### src/hdl/mbe_pkg.sv
`default_nettype none

package mbe_pkg;

  // Field widths fixed by the interface
  localparam int PIXEL_BITS   = 12;
  localparam int COORD_W      = 32;
  localparam int COUNT_W      = 16;
  localparam int RADIUS_W     = 32;
  localparam int CFG_IDX_BITS = 3;

  localparam int COORD_BITS_DEFAULT = 12;

  // Configuration register indexes
  localparam logic [CFG_IDX_BITS-1:0] CFG_X_STEP          = 3'd0;
  localparam logic [CFG_IDX_BITS-1:0] CFG_Y_STEP          = 3'd1;
  localparam logic [CFG_IDX_BITS-1:0] CFG_X_ORIGIN        = 3'd2;
  localparam logic [CFG_IDX_BITS-1:0] CFG_Y_ORIGIN        = 3'd3;
  localparam logic [CFG_IDX_BITS-1:0] CFG_RADIUS_LIMIT_SQ = 3'd4;
  localparam logic [CFG_IDX_BITS-1:0] CFG_ITERATION_LIMIT = 3'd5;

  // Reset values
  localparam logic [COORD_W-1:0]  X_STEP_RST          = 32'h0004_0000;
  localparam logic [COORD_W-1:0]  Y_STEP_RST          = 32'h0004_0000;
  localparam logic [COORD_W-1:0]  X_ORIGIN_RST        = 32'hE000_0000;
  localparam logic [COORD_W-1:0]  Y_ORIGIN_RST        = 32'hE000_0000;
  localparam logic [RADIUS_W-1:0] RADIUS_LIMIT_SQ_RST = 32'h0400_0000;
  localparam logic [COUNT_W-1:0]  ITERATION_LIMIT_RST = 16'd256;

  typedef struct packed {
    logic signed [COORD_W-1:0] x_step;
    logic signed [COORD_W-1:0] y_step;
    logic signed [COORD_W-1:0] x_origin;
    logic signed [COORD_W-1:0] y_origin;
    logic [RADIUS_W-1:0]       radius_limit_sq;
    logic [COUNT_W-1:0]        iteration_limit;
  } cfg_t;

  typedef enum logic [2:0] {
    ST_IDLE,
    ST_MAP_MUL,
    ST_MAP_ADD,
    ST_ITER_MUL,
    ST_ITER_UPD,
    ST_FINISH
  } state_t;

  typedef struct packed {
    logic load_pixel;
    logic mul_en;
    logic mul_map;
    logic map_add;
    logic iter_upd;
    logic load_out;
  } cmd_t;

  typedef struct packed {
    logic escaped;
    logic last_iter;
    logic limit_zero;
  } status_t;

  // Clamp a wide signed value into Q4.28
  function automatic logic signed [COORD_W-1:0] sat32(input logic signed [63:0] v);
    logic signed [63:0] hi;
    logic signed [63:0] lo;
    hi = 64'sh0000_0000_7FFF_FFFF;
    lo = -64'sh0000_0000_8000_0000;
    if (v > hi) begin
      sat32 = 32'sh7FFF_FFFF;
    end else if (v < lo) begin
      sat32 = -32'sh8000_0000;
    end else begin
      sat32 = v[COORD_W-1:0];
    end
  endfunction

endpackage

`default_nettype wire

### src/hdl/mbe_cfg.sv
`default_nettype none

module mbe_cfg (
  input  wire logic                              clk,
  input  wire logic                              rst,
  input  wire logic                              cfg_valid,
  output logic                                   cfg_ready,
  input  wire logic [mbe_pkg::CFG_IDX_BITS-1:0]  cfg_index,
  input  wire logic [31:0]                       cfg_data,
  output mbe_pkg::cfg_t                          cfg
);

  assign cfg_ready = 1'b1;

  // Drop writes beyond the register list
  always_ff @(posedge clk) begin
    if (rst) begin
      cfg.x_step          <= mbe_pkg::X_STEP_RST;
      cfg.y_step          <= mbe_pkg::Y_STEP_RST;
      cfg.x_origin        <= mbe_pkg::X_ORIGIN_RST;
      cfg.y_origin        <= mbe_pkg::Y_ORIGIN_RST;
      cfg.radius_limit_sq <= mbe_pkg::RADIUS_LIMIT_SQ_RST;
      cfg.iteration_limit <= mbe_pkg::ITERATION_LIMIT_RST;
    end else if (cfg_valid && cfg_ready) begin
      case (cfg_index)
        mbe_pkg::CFG_X_STEP:          cfg.x_step          <= cfg_data;
        mbe_pkg::CFG_Y_STEP:          cfg.y_step          <= cfg_data;
        mbe_pkg::CFG_X_ORIGIN:        cfg.x_origin        <= cfg_data;
        mbe_pkg::CFG_Y_ORIGIN:        cfg.y_origin        <= cfg_data;
        mbe_pkg::CFG_RADIUS_LIMIT_SQ: cfg.radius_limit_sq <= cfg_data;
        mbe_pkg::CFG_ITERATION_LIMIT: cfg.iteration_limit <= cfg_data[mbe_pkg::COUNT_W-1:0];
        default: begin
        end
      endcase
    end
  end

endmodule

`default_nettype wire

### config.mk
export PLATFORM = sky130hd
export DESIGN_NAME = mbe_cfg
export DESIGN_NICKNAME = d
export VERILOG_FILES = /design/src/hdl/mbe_pkg.sv /design/src/hdl/mbe_cfg.sv
export SDC_FILE = /design/constraint.sdc
export NUM_CORES = 1
export LEC_CHECK = 0
export BUFFER_PORTS_ARGS = -buffer_cell sky130_fd_sc_hd__buf_2
export CORE_MARGIN = 4
export CORE_UTILIZATION = 34
export DETAILED_ROUTE_END_ITERATION = 12
export HOLD_SLACK_MARGIN = 0.1
export MAX_ROUTING_LAYER = met4
export PLACE_DENSITY_LB_ADDON = 0.12
export SKIP_LAST_GASP = 1
export SLEW_MARGIN = 0
export SYNTH_ARGS = -nofsm -noshare
export SYNTH_HDL_FRONTEND = slang
export SYNTH_SLANG_ARGS = --single-unit
export TNS_END_PERCENT = 100
### constraint.sdc
create_clock -name clk -period 1.9 [get_ports clk]
set_clock_uncertainty 0.15 [all_clocks]
set_input_delay 0.285 -clock clk [delete_from_list [all_inputs] [get_ports clk]]
set_output_delay 0.285 -clock clk [all_outputs]
set_load 0.01 [all_outputs]
* Word level (Yosys, flattened, before mapping)
Cells that the tools add are included.
Cells by class: eq/ne operators 5, shift operators 0, div/mod/pow operators 0, bitwise operators 0, reduce and logical (&&, ||, !) cells 7, multiplexer cells 0, multiply operators 0, $lt $le $gt $ge 0, $add $sub $neg 0
Operators with widths (count):
- 2-bit AND reduction | 6
- 3-bit by 2-bit equality test with 1-bit output (second input constant) | 2
- 3-bit equality test (second input constant) | 2
- 3-bit by 1-bit equality test with 1-bit output (second input constant) | 1
- 3-bit zero test | 1
Word-level totals: logic and storage cells 18, bits in read-only memories 0, output and inout port bits 177, memories kept 0, bits in registers 176, latch bits 0, RAM bits 0

* Logic depth before layout (Yosys ltp)
depth after elaboration 2, mapped depth 5

* Worst setup path after synthesis
OpenSTA, ideal clock, no wires.
path kind in2reg, start in cfg_index[1] (netlist name), end reg cfg[165] (netlist name), data arrival time 1.317 ns, path buffers 3, stages 5, setup time 0.122 ns, setup slack 0.311 ns, data required time 1.628 ns, cells stage by stage buf_2 or4b_1 buf_2 buf_6 mux2i_1
Between the ends: cells in the longest elaborated chain, start to end 2
RTL lines:
- from (decl) | line mbe_cfg.sv:8 | input wire logic [mbe_pkg::CFG_IDX_BITS-1:0] cfg_index,
- 3-bit zero test | line mbe_cfg.sv:25 | case (cfg_index)
- 2-bit AND reduction (no line)
- to (decl) | line mbe_cfg.sv:10 | output mbe_pkg::cfg_t cfg
No other way between the ends. A chain may end at the register's enable or synchronous reset.

* Worst setup path after layout
start reg cfg[150] (netlist name), end out cfg[150] (netlist name)
No word-level cell between the ends.

==> qor.csv <==
stage,metric,value,unit
critical_path,CP max FO,2,
timing,RSZ-0062 raised after global routing,no,
finish,layout overhead on the synthesized area,31.4,%
clocking,Clock Pin Slew Worst Setup and Hold Paths,70,ps
timing,Achievable Freq,725,MHz
critical_path,Worst Setup End Kind,output pin,
routing,Post-DRT Antenna Nets,0,
synth,synth top area cells,"dfxtp_1 51%, mux2i_1 26%, nand2b_1 18%, clkbuf_1 1.4%, buf_2 1.4%",
finish,share of layout cells above drive strength 1,30.7,%
power_and_ir_drop,Reg power frac,48.0,%
clocking,Post-CTS Setup Bufs,0,
power_and_ir_drop,Pleak,4.71,nW
clocking,CTS Root Cell,clkbuf_16,
critical_path,CP bufs+invs,1,
synth,leading area contributor after synthesis,dfxtp_1,
finish,Final Util,46.0,%
synth,Synth async-reset ratio,0,%
global_route,GRT overflow,0,
power_and_ir_drop,Max VDD drop,0.590,mV
floorplan,num ports,215,
timing,Fin. Hold Viols,0,
finish,number of flip-flops in the largest register,176,
critical_path,FF-to-FF End,cfg[124],
clocking,total CTS buffers,17,
synth,Post-synth top flop,dfxtp_1,
finish,"leading cell type in the layout, fill and taps excluded",buf_2,
clocking,CTS Hold Bufs,15,
placement,# port buffers,213,
clocking,post-CTS sizing,0,
clocking,Skew-Pair Late Insertion Delay,420,ps
routing,M1 WL,8110,microns
timing,min Tclk post-route,1380,ps
timing,final setup TNS,0,ps
critical_path,Worst Setup Path Type,reg2out,
floorplan,full die area,22600,sq um
floorplan,Die Ht,150,microns
placement,GPL Wtd Cong,0.762,
finish,biggest regs,cfg x176,
synth,"EDFF count, synth",0,
global_route,first-pass GRT wire length,29000,microns
clocking,TritonCTS clock tree,yes,
flow_run,max-cap violations,0,
critical_path,Critical Path End,cfg[150],
routing,wire length per cell,16.8,microns
synth,YS warnings,0,
power_and_ir_drop,Clk pwr share,44.6,%
synth,#FFs+latches synth,176,
global_route,pin count of the biggest net entering global routing,83,
routing,Detail Route met2 WL,9220,microns
synth,syn_area_per_cell,11.1,sq um
synth,Synth cell types,16,
clocking,CTS Sinks,176,
critical_path,cell depth of the worst setup path,1,
finish,fill count,1901,
routing,DRC,0,
routing,DR WL met3,1060,microns
critical_path,reg2reg start,cfg[124],
critical_path,Worst setup SP type,flip-flop,
critical_path,CP startpoint,cfg[150],
routing,final wirelength,18700,microns
floorplan,initial core utilization,35.0,%
critical_path,"CP delay by family, top",flip-flops,
synth,post-synthesis sequential area ratio,51.1,%
synth,cell count after synthesis,624,
critical_path,CP cell instances,buf_2,
critical_path,CP peak stage delay,370,ps
finish,most frequent cells in the layout,"212 x buf_2, 198 x nand2b_1, 176 x mux2i_1, 176 x dfxtp_1, 17 x clkbuf_16",
power_and_ir_drop,Combinational Power Share,7.4,%
critical_path,reg2reg path depth,2,
min_path,hold crit path type,in2reg,
placement,DP Wirelength,13200,microns
routing,Via Count,5064,
routing,Highest Signal Layer,met4,
critical_path,worst path required time,1460,ps
placement,placed cells,1068,
critical_path,R2R Setup Slk,1090,ps
routing,number of DRC markers in iteration 0,128,
routing,vias per cell,4.54,
synth,Yosys top cell area share,51.1,%
clocking,# H-tree levels,4,
global_route,initial antenna violation count,0,
critical_path,Slowest cell on crit path,dfxtp_1,
outcome,status,"finished, final reports clean",
routing,TritonRoute pass-1 iters,4,
finish,# nets final,875,
floorplan,site row count,51,
power_and_ir_drop,P_int,6.13,mW
clocking,CTS max path bufs,2,
finish,Post-Layout Cell Count,1115,
floorplan,Core Area,19700,sq um
critical_path,Worst Path Arrival,940,ps
global_route,vias in the first global route,5359,
timing,final slew viol count,0,
power_and_ir_drop,sw frac,22.9,%
global_route,Overall Global Routing Usage,17.0,%
power_and_ir_drop,net load switching power,1.82,mW
timing,count of final setup violators,0,
timing,final worst path period share,72.6,%
finish,Reg with most FFs,cfg,
finish,ANT cells,0,
synth,Synth Net Count,662,
synth,Post-Syn Area,6900,sq um
power_and_ir_drop,PD cells,878,nW/um^2
floorplan,Die W,150,microns
[worst register-to-register path, delay by kind of cell (launching register included)]
family | cells | cell delay [ps]
flops | 1 | 350
mux | 1 | 170
simple gates | 1 | 60
[metal layers]
| layer | global-route usage, % | up-vias |
|---|---|---|
| li1 | - | 2481 |
| met1 | 19.6 | 2426 |
| met2 | 28.6 | 134 |
| met3 | 4.85 | 23 |
| met4 | 5.54 | 0 |
| met5 | - | - |
[cells in the mapped netlist (all sizes together), types with 2 or more instances]
cell / n
buf: 21
nand4b: 2
dfxtp: 176
mux2i: 176
nand4bb: 3
clkbuf: 27
nand2b: 198
nor2: 16
[area by class of cell]
cell class | instances | area (sq um) | area share [%]
timing repair buffer | 242 | 1410 | 15.6
sequential | 176 | 3520 | 38.9
clock inverter | 12 | 158 | 1.74
clock buffer | 20 | 437 | 4.82
multi-input combinational | 400 | 3200 | 35.3
tap | 265 | 332 | 3.66
[power groups by stage]
stage | Sequential, mW | Clock [mW] | Combinational (mW)
after floorplan | 3.93 | 0 | 0.301
after detailed placement | 3.90 | 0 | 0.575
final | 3.82 | 3.55 | 0.588
after global routing | 3.82 | 3.81 | 0.641
after global placement | 3.90 | 0 | 0.562
after CTS | 3.82 | 3.66 | 0.601
[per-stage QoR]
step / power [mW] / area (sq um) / setup slack, ps / hold slack (ps)
final: 7.95 / 9060 / 520 / 126
after global routing: 8.27 / 9060 / 486 / 138
after CTS: 8.07 / 9060 / 496 / 111
after detailed placement: 4.47 / 8320 / 275 / 312
after global placement: 4.46 / 8320 / 299 / 308
after floorplan: 4.23 / 6900 / 311 / 296
[worst min-delay path by stage]
stage / startpoint / endpoint / cells after the start / slack [ps]
floorplan: cfg_data[26] / cfg[42] / 2 / 300
global placement: cfg[160] / cfg[160] / 2 / 310
detailed placement: cfg[153] / cfg[153] / 2 / 310
CTS: cfg_data[7] / cfg[7] / 3 / 110
global route: cfg_data[7] / cfg[55] / 3 / 140
finish: cfg_data[11] / cfg[27] / 3 / 130
[logic make-up after synthesis]
family,share of synthesized area [%]
simple gates,20.2
buf+inv,3.14
flops,51.1
other cells,0.0544
mux,25.5
Power figures use the tool's default switching activity.
