**src/hdl/mbe_pkg.sv**
```systemverilog
`default_nettype none

package mbe_pkg;

  // Field widths fixed by the interface
  localparam int PIXEL_BITS   = 12;
  localparam int COORD_W      = 32;
  localparam int COUNT_W      = 16;
  localparam int RADIUS_W     = 32;
  localparam int CFG_IDX_BITS = 3;

  localparam int COORD_BITS_DEFAULT = 12;

  // Configuration register indexes
  localparam logic [CFG_IDX_BITS-1:0] CFG_X_STEP          = 3'd0;
  localparam logic [CFG_IDX_BITS-1:0] CFG_Y_STEP          = 3'd1;
  localparam logic [CFG_IDX_BITS-1:0] CFG_X_ORIGIN        = 3'd2;
  localparam logic [CFG_IDX_BITS-1:0] CFG_Y_ORIGIN        = 3'd3;
  localparam logic [CFG_IDX_BITS-1:0] CFG_RADIUS_LIMIT_SQ = 3'd4;
  localparam logic [CFG_IDX_BITS-1:0] CFG_ITERATION_LIMIT = 3'd5;

  // Reset values
  localparam logic [COORD_W-1:0]  X_STEP_RST          = 32'h0004_0000;
  localparam logic [COORD_W-1:0]  Y_STEP_RST          = 32'h0004_0000;
  localparam logic [COORD_W-1:0]  X_ORIGIN_RST        = 32'hE000_0000;
  localparam logic [COORD_W-1:0]  Y_ORIGIN_RST        = 32'hE000_0000;
  localparam logic [RADIUS_W-1:0] RADIUS_LIMIT_SQ_RST = 32'h0400_0000;
  localparam logic [COUNT_W-1:0]  ITERATION_LIMIT_RST = 16'd256;

  typedef struct packed {
    logic signed [COORD_W-1:0] x_step;
    logic signed [COORD_W-1:0] y_step;
    logic signed [COORD_W-1:0] x_origin;
    logic signed [COORD_W-1:0] y_origin;
    logic [RADIUS_W-1:0]       radius_limit_sq;
    logic [COUNT_W-1:0]        iteration_limit;
  } cfg_t;

  typedef enum logic [2:0] {
    ST_IDLE,
    ST_MAP_MUL,
    ST_MAP_ADD,
    ST_ITER_MUL,
    ST_ITER_UPD,
    ST_FINISH
  } state_t;

  typedef struct packed {
    logic load_pixel;
    logic mul_en;
    logic mul_map;
    logic map_add;
    logic iter_upd;
    logic load_out;
  } cmd_t;

  typedef struct packed {
    logic escaped;
    logic last_iter;
    logic limit_zero;
  } status_t;

  // Clamp a wide signed value into Q4.28
  function automatic logic signed [COORD_W-1:0] sat32(input logic signed [63:0] v);
    logic signed [63:0] hi;
    logic signed [63:0] lo;
    hi = 64'sh0000_0000_7FFF_FFFF;
    lo = -64'sh0000_0000_8000_0000;
    if (v > hi) begin
      sat32 = 32'sh7FFF_FFFF;
    end else if (v < lo) begin
      sat32 = -32'sh8000_0000;
    end else begin
      sat32 = v[COORD_W-1:0];
    end
  endfunction

endpackage

`default_nettype wire

```
**src/hdl/mbe_ctrl.sv**
```systemverilog
`default_nettype none

module mbe_ctrl (
  input  wire logic             clk,
  input  wire logic             rst,
  input  wire logic             in_valid,
  output logic                  in_stall,
  output logic                  out_valid,
  input  wire logic             out_stall,
  input  wire mbe_pkg::status_t status,
  output mbe_pkg::cmd_t         cmd
);

  mbe_pkg::state_t state;
  mbe_pkg::state_t state_next;
  logic            out_valid_next;

  always_ff @(posedge clk) begin
    if (rst) begin
      state     <= mbe_pkg::ST_IDLE;
      out_valid <= 1'b0;
    end else begin
      state     <= state_next;
      out_valid <= out_valid_next;
    end
  end

  assign in_stall = (state != mbe_pkg::ST_IDLE);

  always_comb begin
    cmd            = '0;
    state_next     = state;
    out_valid_next = out_valid && out_stall;
    case (state)
      mbe_pkg::ST_IDLE: begin
        if (in_valid) begin
          cmd.load_pixel = 1'b1;
          state_next     = mbe_pkg::ST_MAP_MUL;
        end
      end
      mbe_pkg::ST_MAP_MUL: begin
        cmd.mul_en  = 1'b1;
        cmd.mul_map = 1'b1;
        state_next  = mbe_pkg::ST_MAP_ADD;
      end
      mbe_pkg::ST_MAP_ADD: begin
        cmd.map_add = 1'b1;
        state_next  = status.limit_zero ? mbe_pkg::ST_FINISH : mbe_pkg::ST_ITER_MUL;
      end
      mbe_pkg::ST_ITER_MUL: begin
        cmd.mul_en = 1'b1;
        state_next = mbe_pkg::ST_ITER_UPD;
      end
      mbe_pkg::ST_ITER_UPD: begin
        cmd.iter_upd = 1'b1;
        if (status.escaped || status.last_iter) begin
          state_next = mbe_pkg::ST_FINISH;
        end else begin
          state_next = mbe_pkg::ST_ITER_MUL;
        end
      end
      mbe_pkg::ST_FINISH: begin
        // Hold until the output register is free or being emptied
        if (!out_valid || !out_stall) begin
          cmd.load_out   = 1'b1;
          out_valid_next = 1'b1;
          state_next     = mbe_pkg::ST_IDLE;
        end
      end
      default: begin
        state_next = mbe_pkg::ST_IDLE;
      end
    endcase
  end

endmodule

`default_nettype wire

```
**config.mk**
```make
export PLATFORM = sky130hd
export DESIGN_NAME = mbe_ctrl
export DESIGN_NICKNAME = d
export VERILOG_FILES = /design/src/hdl/mbe_pkg.sv /design/src/hdl/mbe_ctrl.sv
export SDC_FILE = /design/constraint.sdc
export NUM_CORES = 1
export LEC_CHECK = 0
export BUFFER_PORTS_ARGS = -buffer_cell sky130_fd_sc_hd__buf_2
export CORE_AREA = 2 2 39 41
export CTS_BUF_LIST = sky130_fd_sc_hd__clkbuf_4
export DETAILED_ROUTE_END_ITERATION = 8
export DIE_AREA = 0 0 41 43
export MAX_ROUTING_LAYER = met4
export PLACE_DENSITY_LB_ADDON = 0.1
export SETUP_SLACK_MARGIN = 0.02
export SLEW_MARGIN = 10
export SYNTH_ARGS = -nofsm -noshare
export SYNTH_HDL_FRONTEND = slang
export SYNTH_SLANG_ARGS = --single-unit
```
**constraint.sdc**
```tcl
create_clock -name clk -period 2.25 [get_ports clk]
set_clock_uncertainty 0.05 [all_clocks]
set_input_delay 0.1125 -clock clk [delete_from_list [all_inputs] [get_ports clk]]
set_output_delay 0.1125 -clock clk [all_outputs]
set_load 0.02 [all_outputs]
```
# Yosys cells after proc, flatten, opt, wreduce, memory -nomap -nowiden
# Cells that the tools add are included.
dict set report totals {
  register_bits 4
  in_bits 7
  out_inout_bits 8
  word_cells 33
}
dict set report op_classes {
  eq_ne 7
  n_mux 15
  n_reduce_logical 9
}
# op n
set op_table {}
lappend op_table {{$pmux 3 s6} 1}
lappend op_table {{$mux 3} 4}
lappend op_table {{$mux 1} 10}
lappend op_table {{$eq 3x2->1 const B} 2}
lappend op_table {{$eq 3x3->1 const B} 2}
lappend op_table {{$ne 2x2->1 const B} 2}
lappend op_table {{$eq 3x1->1 const B} 1}
lappend op_table {{$logic_not 3->1} 1}
lappend op_table {{$reduce_bool 3->1} 1}
lappend op_table {{$logic_not 1->1} 2}
lappend op_table {{$logic_or 1x1->1} 2}
lappend op_table {{$reduce_and 2->1} 1}
lappend op_table {{$reduce_or 2->1} 1}
lappend op_table {{$logic_and 1x1->1} 1}

# Logic depth before layout (Yosys ltp)
# Gate-level depths: netlist of the first run.
dict set report depth {
  ltp_word 4
  depth_mapped 4
  depth_no_buf 3
}

# Least setup slack after synthesis of the first run
# OpenSTA, ideal clock, no wires.
dict set report synth_timing {
  path_kind {register to output}
  from {register state[2]}
  to {output port cmd[5] (netlist name)}
  arrival_ns 1.178
  required_ns 2.088
  path_slack_ns 0.910
  stages_incl_launch_ff 4
  n_path_buf 1
  path_cell_list {dfxtp_1 buf_4 or3_1 nor2_1}
}
# item line
set synth_rtl {}
lappend synth_rtl {{start, declared} mbe_ctrl.sv:14} ;# mbe_pkg::state_t state;
lappend synth_rtl {{start signal, assigned} mbe_ctrl.sv:20} ;# state <= mbe_pkg::ST_IDLE;
lappend synth_rtl {{start signal, assigned} mbe_ctrl.sv:23} ;# state <= state_next;
lappend synth_rtl {{end, declared} mbe_ctrl.sv:11} ;# output mbe_pkg::cmd_t cmd

==> run summary, run 1 <==
The number of buffers created by CTS is 3. The final critical-path share of the clock period is between 60% and 70%. The clock insertion delay at the later pin of the skew report is 230 ps.

Counting flops with a built-in enable in the synthesized netlist gives 0. In this run the power spent charging and discharging nets is 70.4 uW. The core box area came out at 1380 um^2.

For this run, the register share of the synthesized area comes to 31.4%. Once the clock tree was built, the setup fixing pass inserted 0 buffers. The share of synthesized area in the top cell type comes to a little under a third.

The first-pass GRT wire length is just under 1000 um. The initial core utilization is 18.4%. For this run, global-route usage on met3 was measured as 3.14%.

In this run the tightest slew margin relative to its limit is 76.1%. The worst hold path belongs to the class in -> reg. The number of hold buffers added after CTS is 0. The number of nets with antenna violations after detailed routing is 0. The via count normalized by instance count is just over 4.

The slack of the critical path came out at 707 ps. Among all stages on the critical path, the largest delay is contributed by dfxtp_1. The site row count came out at 14. The dominant register cell in the synthesized netlist is dfxtp_1.

The post-synthesis area per instance is 7.73 um^2. Dividing total power by cell area gives a power density of 649 nW/um^2. The detailed-route DRC error count came out at 0. Setup repair after global routing left no endpoint under its margin. The count of TritonRoute iterations in the first routing pass came out at 4. The final max-slew violation count came out at 0. In this run the static leakage power is 0.173 nW. The maximum vdd ir drop is around 0.0002 V. The clock transition time at the flip-flop clock pins of the worst setup and hold paths is 40 ps.

The antenna cell count came out at 0. Setup violations remaining at the end of the flow were counted as 0. The number of gates given a new drive strength after cts came out at 0.

Counting flops and latches in the post-synthesis netlist gives 4. In the layout the commonest cells are 14 x buf_2, 5 x a21oi_1, 4 x dfxtp_1. The final net count came out at 57. The data arrival time of the critical path came out at 1380 ps. From bottom edge to top edge, the die measures 43 um. The share of post-route cells with drive strength above 1 is between 40% and 50%.

The sum of routed wire length over all layers came out at 611 um. The utilization after layout came out at 25.7%. The number of max-capacitance violations reported is 0. The area growth from synthesis to layout came out at 39.2%. The part of the total power dissipated in sequential elements is 37.3%. TritonCTS built the clock tree. The critical path data required time is 2090 ps. After synthesis, the netlist uses 20 different library cells. Global routing used 9.06% of the available met2 tracks. Counting every sink on the clock net gives 4.

The most frequent standard cell in the layout excluding fill and tap cells is buf_2. The setup slack after placement came out at 963 ps. The startpoint class of the critical path is a register. The combinational fraction of design power came out at between 20% and 30%. The switching share of power came out at 30.5%. met1 is the most crowded layer.

The fmax came out at 648 MHz. The routability-driven placement congestion ratio is just over 0.7. The critical setup path kind is reg -> out. The flow ran to the end, and the final reports show no timing, DRC or antenna violations. The accumulated negative setup slack came out at 0 ps. The transition time at the pin with the least slew margin came out at 358 ps. The proportion of register bits with asynchronous set or reset after synthesis is 0%. The final hold violation count came to 0. During synthesis, Yosys emitted a total of 0 warnings. The number of vias in the routed layout is 266. The area enclosed by the die boundary is about 1800 um^2. The largest fanout on the critical path came out at 10.

In this run, the number of DRC markers left after iteration 0 of detailed routing was 5. The combined global-route utilization of all metal layers is 8.83%. The worst setup path is captured at an output port.

Synthesis produced a netlist with a net count of 40. The global routing met1 resource utilization is 11.5%. Walking the worst path, the cells encountered are nor2b_1 > nand2_1 > a21oi_1 > buf_2. The synthesized netlist cell count came out at 33. The die outline width came out at 41 um.

The power share of the clock group came out at 37.8%. The number of global-route vias before repair came to 239. The maximum level of the CTS H-tree came out at 1.

After synthesis, the cell types taking the most area are dfxtp_1 31%, a21oi_1 9.8%, nor2b_1 7.4%, a221oi_2 5.9%, nor2_1 4.4%. The clock passes through at most 2 buffers. The I/O pin count is 15.

Clock tree synthesis selected as its root buffer the cell clkbuf_4. The initial antenna violation count came to 0. The count of input and output buffers came out at 14. In this design, the stage delay of the slowest critical-path cell is 490 ps. The routed wire length per instance came out at 9.55 um. The internal power came out at ~160 uW.

The final period demand of the worst path came out at 1540 ps. The synthesized netlist occupies a cell area of 255 um^2. Entering global routing, the biggest net connects 13 pins.

Of all cell types, the one taking the most synthesized area is dfxtp_1. The remaining global-route overflow came out at 0.
[power groups by stage]
stage	Combinational, mW	Clock (mW)	Sequential [mW]
4_1_cts	0.0584	0.0939	0.0861
5_1_grt	0.0634	0.0994	0.0878
3_3_place_gp	0.0581	0	0.0871
3_5_place_dp	0.0583	0	0.0872
6_report	0.0574	0.0872	0.0861
2_1_floorplan	0.0449	0	0.0803
[stage by stage]
stage	total power, mW	hold slack, ps	cells	instance area (um^2)
2_1_floorplan	0.125	132	33	255
3_3_place_gp	0.145	296	61	333
3_5_place_dp	0.145	300	61	333
4_1_cts	0.238	48.6	64	355
5_1_grt	0.251	53.3	64	355
6_report	0.231	54.1	64	355
[cells in the mapped netlist, types with 2 or more instances]
cell / n
nand2_1: 2
inv_1: 2
nor2b_1: 3
a21oi_1: 5
dfxtp_1: 4
nor2_1: 3
[path summary, 6_finish.rpt]
check,slack [ps],cells past startpoint,endpoint,start
worst min-delay path,50,2,state[1],rst
worst min register to register,470,2,state[0],out_valid
worst max register to register,1100,3,state[2],state[0]
worst max-delay path,710,4,cmd[0],state[2]
[flip-flops by register name (all words and copies together), names as in the netlist]
signal,flops
state,3
out_valid,1
[final cells by class]
| type | instances | area (um^2) |
|---|---|---|
| inverters | 2 | 7.51 |
| repair buffers | 14 | 70.1 |
| flip-flops and latches | 4 | 80.1 |
| multi-input cells | 25 | 155 |
| fillers | 165 | 1030 |
| clock buffers | 3 | 22.5 |
| well taps | 16 | 20.0 |
[routing by layer]
layer | share of wire [%] | up-vias | wire (um)
met1 | 47 | 107 | 289
met4 | 1.6 | 0 | 10
li1 | - | 146 | -
met3 | 12 | 2 | 74
met5 | 0 | - | 0
met2 | 39 | 11 | 238
[critical path, delay by kind of cell (launching register included)]
kind | cells | cell delay [ps]
AOI/OAI and AO/OA | 1 | 130
buffers and inverters | 1 | 170
and+or+nand+nor | 2 | 360
DFF | 1 | 490
[cell families (layout without fill, tap and decap cells)]
kind of cell,count (synthesis),after routing,synth area share [%]
AO/OA/AOI/OAI,10,10,27.0
buffers and inverters,4,19,7.84
AND/OR/NAND/NOR,15,15,33.8
flip-flops,4,4,31.4
Note: power is estimated with default switching activity, not from simulation.
==> inputs of run 2 (changes only) <==
==> constraint.sdc (replaced) <==
create_clock -name clk -period 1.4 [get_ports clk]
set_clock_uncertainty 0.05 [all_clocks]
set_input_delay 0.07 -clock clk [delete_from_list [all_inputs] [get_ports clk]]
set_output_delay 0.07 -clock clk [all_outputs]
set_load 0.02 [all_outputs]
==> run 2 against run 1 <==
Cell count grew 1.6%. Largest cell class unchanged. First-iteration DRC count is the same. Worst hold slack lost 40 ps. Critical path type unchanged. Design area increased by 4.6%. Largest power group unchanged. Wire length grew 11%. Register-to-register slack worse by 780 ps.
==> run summary, run 2 (synthesis results as in run 1) <==
The run finished with clean final reports. The detailed-route DRC error count was 0 (unchanged). The register-to-register path setup slack came out at 320 ps (-780 ps).

The combined area of the multi-input logic cells is 155 um^2 (unchanged). The initial core utilization is 18.4% (unchanged). The clock insertion delay at the later pin of the skew report is 230 ps (about the same). The number of gates given a new drive strength after cts is 3 (+3). The I/O pin count came out at 15 (unchanged). The final max-slew violation count came out at 0 (unchanged). Derived from the worst setup path, the maximum achievable clock frequency is 736 MHz.

The library cell used as clock root buffer is clkbuf_4. The sum of routed wire length over all layers came to 681 um (+11%). The die outline width came to 41 um (unchanged). In this run the worst setup path begins at state[2]. The data arrival time of the critical path is 1240 ps (-140 ps). The routed wire length per instance came out at 10.5 um (+9.7%). The number of hold buffers added after CTS was 0 (unchanged). The post-layout total power is 379 uW (+65%). The core box area came to 1380 um^2 (unchanged). The number of nets with antenna violations after detailed routing is 0 (unchanged). The worst hold path belongs to the class in -> reg.

The antenna cell count came out at 0 (unchanged). The most frequent standard cell in the layout excluding fill and tap cells is buf_2. The clock transition time at the flip-flop clock pins of the worst setup and hold paths is 40 ps (about the same).

The critical path ends at cmd[5]. The flip-flop count of the largest register after layout was 3 (unchanged). The initial antenna violation count came out at 0 (unchanged). The slowest stage cell on the critical path is dfxtp_1. The endpoint identified for the worst register-to-register timing path is state[2].

The area growth from synthesis to layout is 45.6%. The post-CTS setup buffer count came out at 0 (unchanged). The final number of setup-violating endpoints is 0 (unchanged). The areal power density over the cells came to 1020 nW/um^2 (+57%).

The number of max-capacitance violations reported came to 0 (unchanged). The worst setup path is of the reg -> out kind. The leakage power of the design came to 0.181 nW (+4.2%). The number of vias in the routed layout came out at 288 (+8.3%).

The largest net degree at the start of global routing is 13 (unchanged). The area enclosed by the die boundary is 1760 um^2 (unchanged). The final critical-path share of the clock period came out at between 90 and 100%.

The routability-driven placement congestion ratio was 0.696 (-4.5%). The chip height came out at 43 um (unchanged). The number of filler cells placed in the layout came out at 171 (+3.6%). The maximum vdd ir drop is 0.000266 V (+33%). The final net count is 58 (+1.8%).

The number of buffers created by CTS was 3 (unchanged). The site row count is 14 (unchanged). STA classifies the critical path endpoint as an output port. The first-pass GRT wire length is 1010 um (+3.6%). The maximum count of clock buffers along a single path came out at 2 (unchanged).

The largest stage delay on the critical path is 320 ps (-170 ps). The maximum level of the CTS H-tree was 1 (unchanged). The via count normalized by instance count came to 4.43 (+6.6%).

The count of input and output buffers was 14 (unchanged). The largest fanout on the critical path came out at 8 (-2). The count of buffering cells on the critical path with inverters included is 2 (+1).

The final hold violation count came to 0 (unchanged). The accumulated negative setup slack is 0 ps (unchanged). The logic depth of the worst setup path including buffers was 4 (unchanged). The share of post-route cells with drive strength above 1 is 46.9% (+5.3 points).

The critical path data required time came out at 1280 ps (-810 ps). The detailed placement HPWL is 524 um. The reg-to-reg critical path startpoint is state[2].

The final period demand of the worst path is between 1000 and 1500 ps. The combined global-route utilization of all metal layers came to 9.28% (+0.45 points). The remaining global-route overflow came to 0 (unchanged). The sequential cell area came out at 82.6 um^2 (+3.1%). In the layout the commonest cells are 13 x buf_2, 5 x a21oi_1, 3 x nor2_1, 3 x nor2b_1, 3 x clkbuf_4.

The cell family contributing the most delay on the critical path is simple AND/OR/NAND/NOR gates. The sink count of the clock tree was 4 (unchanged). The number of global-route vias before repair came out at 227 (-5.0%). The count of TritonRoute iterations in the first routing pass came to 4 (unchanged). The transition time at the pin with the least slew margin came out at 226 ps (-132 ps). Setup repair after global routing could not meet its margin everywhere. Traced cell by cell, the critical path runs through buf_6 > or3_1 > nor2_1 > buf_4. The normalized max-slew margin came out at 84.9% (+8.8 points).

The violation count after the first detailed-routing iteration is 5 (unchanged). The startpoint class of the critical path is a register. The largest registers in the layout are state: 3 flops, out_valid: 1 flops. Ranked by flip-flop count, first place goes to state. TritonCTS built the clock tree. The depth of the worst register-to-register path was 4 (+1).
## run 2: cell types whose count changed in the layout (fill, tap and decap cells not counted)
cell	previous run	this run
buf_6	0	1
buf_2	14	13
buf_4	0	1
dfxtp_2	0	2
dfxtp_1	4	2
## run 2: area by class of cell
class | count | share of cell area, %
timing repair buffer | 15 | 22.6
sequential | 4 | 22.2
tap | 16 | 5.39
inverter | 2 | 2.02
clock buffer | 3 | 6.06
multi-input combinational | 25 | 41.8
## run 2: per-layer routing
layer / global-route usage, % / wire length [um]
met1: 12.9 / 298
met3: 1.57 / 70
met2: 10.0 / 311
met5: - / 0
met4: 10.0 / 0
## run 2: where the power goes
part / leakage, nW / switching [mW] / internal (mW) / total [mW]
clock: 0.0138 / 0.0456 / 0.0958 / 0.141
combinational: 0.133 / 0.0560 / 0.0447 / 0.101
sequential: 0.0334 / 0.0141 / 0.123 / 0.137
## run 2: how the worst min path moves through the flow
stage,slack (ps),from,cells past startpoint,end
finish,10,rst,2,state[1]
global route,9,rst,2,state[1]
CTS,9,rst,2,state[1]
detailed placement,260,rst,2,state[1]
global placement,250,rst,2,state[1]
floorplan,90,rst,1,out_valid
## run 2: metrics by stage
stage | setup WS, ps | area [um^2] | hold WS, ps | utilization [%] | instances
floorplan | 102 | 255 | 89.1 | - | 33
global placement | 244 | 340 | 253 | 24.6 | 62
detailed placement | 208 | 340 | 262 | 24.6 | 62
CTS | 16.9 | 370 | 8.76 | 26.8 | 65
global route | -62.0 | 372 | 8.70 | 26.9 | 65
finish | 40.6 | 372 | 13.7 | 26.9 | 65
==> inputs of run 3 (changes only) <==
--- a/config.mk
+++ b/config.mk
@@ -5,11 +5,11 @@
 export SDC_FILE = /design/constraint.sdc
 export NUM_CORES = 1
 export LEC_CHECK = 0
-export BUFFER_PORTS_ARGS = -buffer_cell sky130_fd_sc_hd__buf_2
 export CORE_AREA = 2 2 39 41
 export CTS_BUF_LIST = sky130_fd_sc_hd__clkbuf_4
 export DETAILED_ROUTE_END_ITERATION = 8
 export DIE_AREA = 0 0 41 43
+export DONT_BUFFER_PORTS = 1
 export MAX_ROUTING_LAYER = met4
 export PLACE_DENSITY_LB_ADDON = 0.1
 export SETUP_SLACK_MARGIN = 0.02
==> constraint.sdc (replaced) <==
create_clock -name clk -period 1.3 [get_ports clk]
set_clock_uncertainty 0.05 [all_clocks]
set_input_delay 0.065 -clock clk [delete_from_list [all_inputs] [get_ports clk]]
set_output_delay 0.065 -clock clk [all_outputs]
set_load 0.02 [all_outputs]
==> run 3 against run 2 <==
Die area stayed put. Largest power group unchanged. Count of clock-buffer cells in the layout did not move. Combinational power up 39%. Wire length up 2.9%. Sequential power up 4%. Critical endpoint unchanged. Sequential share of layout area decreased by 1.6 points.
==> run summary, run 3 (synthesis results as in run 1) <==
The normalized max-slew margin is 74.1% (-11 points). The critical path data required time is 1190 ps (-90 ps). Derived from the worst setup path, the maximum achievable clock frequency is 793 MHz.

The slowest stage cell on the critical path is or3_4. The largest fanout on the critical path is 7 (-1). The die outline width is 41 um (unchanged).

The clock tree from TritonCTS is done. The sum of routed wire length over all layers came out at 701 um (+2.9%). Clock tree synthesis selected as its root buffer the cell clkbuf_4. In this run the most critical hold path is launched from status[0].

The largest net degree at the start of global routing is 11 (-2). The combinational fraction of design power is 32.4% (+5.9 points). The net load switching power came out at 129 uW (+11%). The site row count is 14 (unchanged). The count of buffering cells on the critical path with inverters included was 0 (-2).

The worst hold path class is in -> reg. The setup slack after placement came out at 105 ps (-103 ps). The flip-flop count of the largest register after layout came out at 3 (unchanged).

The maximum count of clock buffers along a single path came out at 2 (unchanged). The part of the total power dissipated in sequential elements was 33.1% (-3.1 points). The sequential cell area is 88.8 um^2 (+7.6%). The share of post-route cells with drive strength above 1 came to 51.1% (+4.1 points). The area enclosed by the die boundary came out at 1760 um^2 (unchanged). The worst path needs 1260 ps of the cycle, external delays included. The routability-driven placement congestion ratio came out at 0.693 (-0.30%). The final hold violation count is 0 (unchanged). The detailed placement HPWL came out at 507 um (-3.2%). Counting flops per register, the top entry is state.

The initial core utilization came out at 18.4% (unchanged). The area growth from synthesis to layout came out at 68.6%. The slack of the critical path came out at 39.0 ps (-1.60 ps). The run finished with clean final reports. The number of filler cells placed in the layout came to 154 (-9.9%). The critical path is of the reg -> out type. The clock insertion delay at the later pin of the skew report came out at 230 ps (about the same).

The accumulated negative setup slack came out at 0 ps (unchanged). The maximum vdd ir drop is 0.000300 V (+13%). The kind of cell with the highest combined delay along the critical path is simple AND/OR/NAND/NOR gates. The endpoint identified for the worst register-to-register timing path is state[1]. The remaining global-route overflow came to 0 (unchanged). The switching share of power came out at 29.7% (-0.78 points). The count of input and output buffers is 0 (-14). The number of global-route vias before repair is 302 (+33%).

Traced cell by cell, the critical path runs through or3_4 > nor2_4. The startpoint class of the critical path is a register. The number of max-capacitance violations reported came to 0 (unchanged).

The final max-slew violation count came out at 0 (unchanged). Setup repair after global routing could not meet its margin everywhere. The register-to-register path setup slack came out at 220 ps (-100 ps).

The combined area of the multi-input logic cells is 183 um^2 (+18%). The largest registers in the layout are state: 3 flops, out_valid: 1 flops. For hold timing, the worst endpoint is state[2].

The maximum level of the CTS H-tree is 1 (unchanged). The areal power density over the cells was 1000 nW/um^2 (-1.6%). The power share of the clock group came out at 34.6% (-2.7 points). The post-layout total power came out at 432 uW (+14%). In this run the critical register-to-register path is launched from state[2]. The antenna cell count is 0 (unchanged). The clock transition time at the flip-flop clock pins of the worst setup and hold paths is 30 ps (about the same). The routed wire length per instance came out at 11.1 um (+6.2%). The largest stage delay on the critical path came to 390 ps (+70 ps). The instance count along the most critical hold path is 2 (unchanged). The combined global-route utilization of all metal layers is 10.3% (+1.0 points). The internal power came to 304 uW (+15%). The I/O pin count is 15 (unchanged). The number of nets with antenna violations after detailed routing came out at 0 (unchanged). The final critical-path share of the clock period is 97.0%. The final number of setup-violating endpoints came out at 0 (unchanged). The violation count after the first detailed-routing iteration is 1 (-4). The core box area came out at 1380 um^2 (unchanged). The number of buffers created by CTS came out at 3 (unchanged). Leaving out fill and tap cells, the most frequent cells in the layout are 9 x buf_4, 5 x a21oi_1, 3 x clkbuf_4, 3 x dlygate4sd3_1. The count of TritonRoute iterations in the first routing pass is 2 (-2).

The initial antenna violation count came to 0 (unchanged). The depth of the worst register-to-register path is 4 (unchanged). The data arrival time of the critical path came to 1150 ps (-90 ps). The number of vias in the routed layout is 278 (-3.5%). The first-pass GRT wire length is 1170 um (+16%). The final net count came out at 56 (-3.4%). The transition time at the pin with the least slew margin came out at 386 ps (+160 ps).

The leakage power of the design came to 0.182 nW (+1.0%). The library cell used most frequently in the layout, excluding fill and tap cells, is buf_4. The chip height came out at 43 um (unchanged). The type of destination of the critical path is an output port.

The via count normalized by instance count came out at 4.41 (-0.41%). The sink count of the clock tree came out at 4 (unchanged). The detailed-route DRC error count came to 0 (unchanged).
[run 3: area by class of cell]
| type | count | share of cell area [%] |
|---|---|---|
| flip-flops and latches | 4 | 20.6 |
| clock buffers | 3 | 5.23 |
| well taps | 16 | 4.65 |
| repair buffers | 13 | 25.3 |
| inverters | 2 | 1.74 |
| multi-input cells | 25 | 42.4 |
[run 3: metrics by stage]
| stage | hold slack (ps) | util [%] | cell area [um^2] | std cells |
|---|---|---|---|---|
| 6_report | 9.80 | 31.1 | 430 | 63 |
| 5_1_grt | 53.1 | 31.1 | 430 | 63 |
| 4_1_cts | 7.42 | 28.2 | 390 | 60 |
| 3_5_place_dp | 89.7 | 23.0 | 318 | 54 |
| 3_3_place_gp | 88.3 | 23.0 | 318 | 54 |
| 2_1_floorplan | 84.1 | - | 258 | 33 |
[run 3: power by group through the flow]
stage	Combinational (mW)	Sequential (mW)	Clock (mW)
after CTS	0.122	0.145	0.159
after floorplan	0.0796	0.139	0
after detailed placement	0.102	0.145	0
after global placement	0.103	0.146	0
after global routing	0.150	0.145	0.169
final	0.140	0.143	0.149
[run 3: per-layer routing]
layer	global-route usage, %	up-vias	wire [um]
met2	13.8	10	344
met1	11.9	126	277
li1	-	142	-
met5	-	-	0
met4	10.0	0	0
met3	2.09	0	79
[run 3: worst max-delay path by stage]
stage                        start       end  cells after the start
after floorplan           state[2]    cmd[5]                      3
after global placement    state[2]  state[1]                      4
after detailed placement  state[2]  state[1]                      4
after CTS                 state[0]    cmd[3]                      3
after global routing      state[0]    cmd[0]                      4
final                     state[1]    cmd[5]                      2
[run 3: what timing repair did]
| item | CTS | global route |
|---|---|---|
| setup buffers | 0 | 3 |
| endpoints found under the hold margin | 4 | 0 |
| setup endpoints to repair | 5 | 5 |
| resized for setup | 7 | 5 |
| hold buffers | 3 | 0 |
[run 3: worst reg2reg max path: stages, from the launching register on]
cell	delay [ps]
dfxtp_4	350
nor2b_4	130
buf_4	120
a221oi_2	240
nor3_2	70
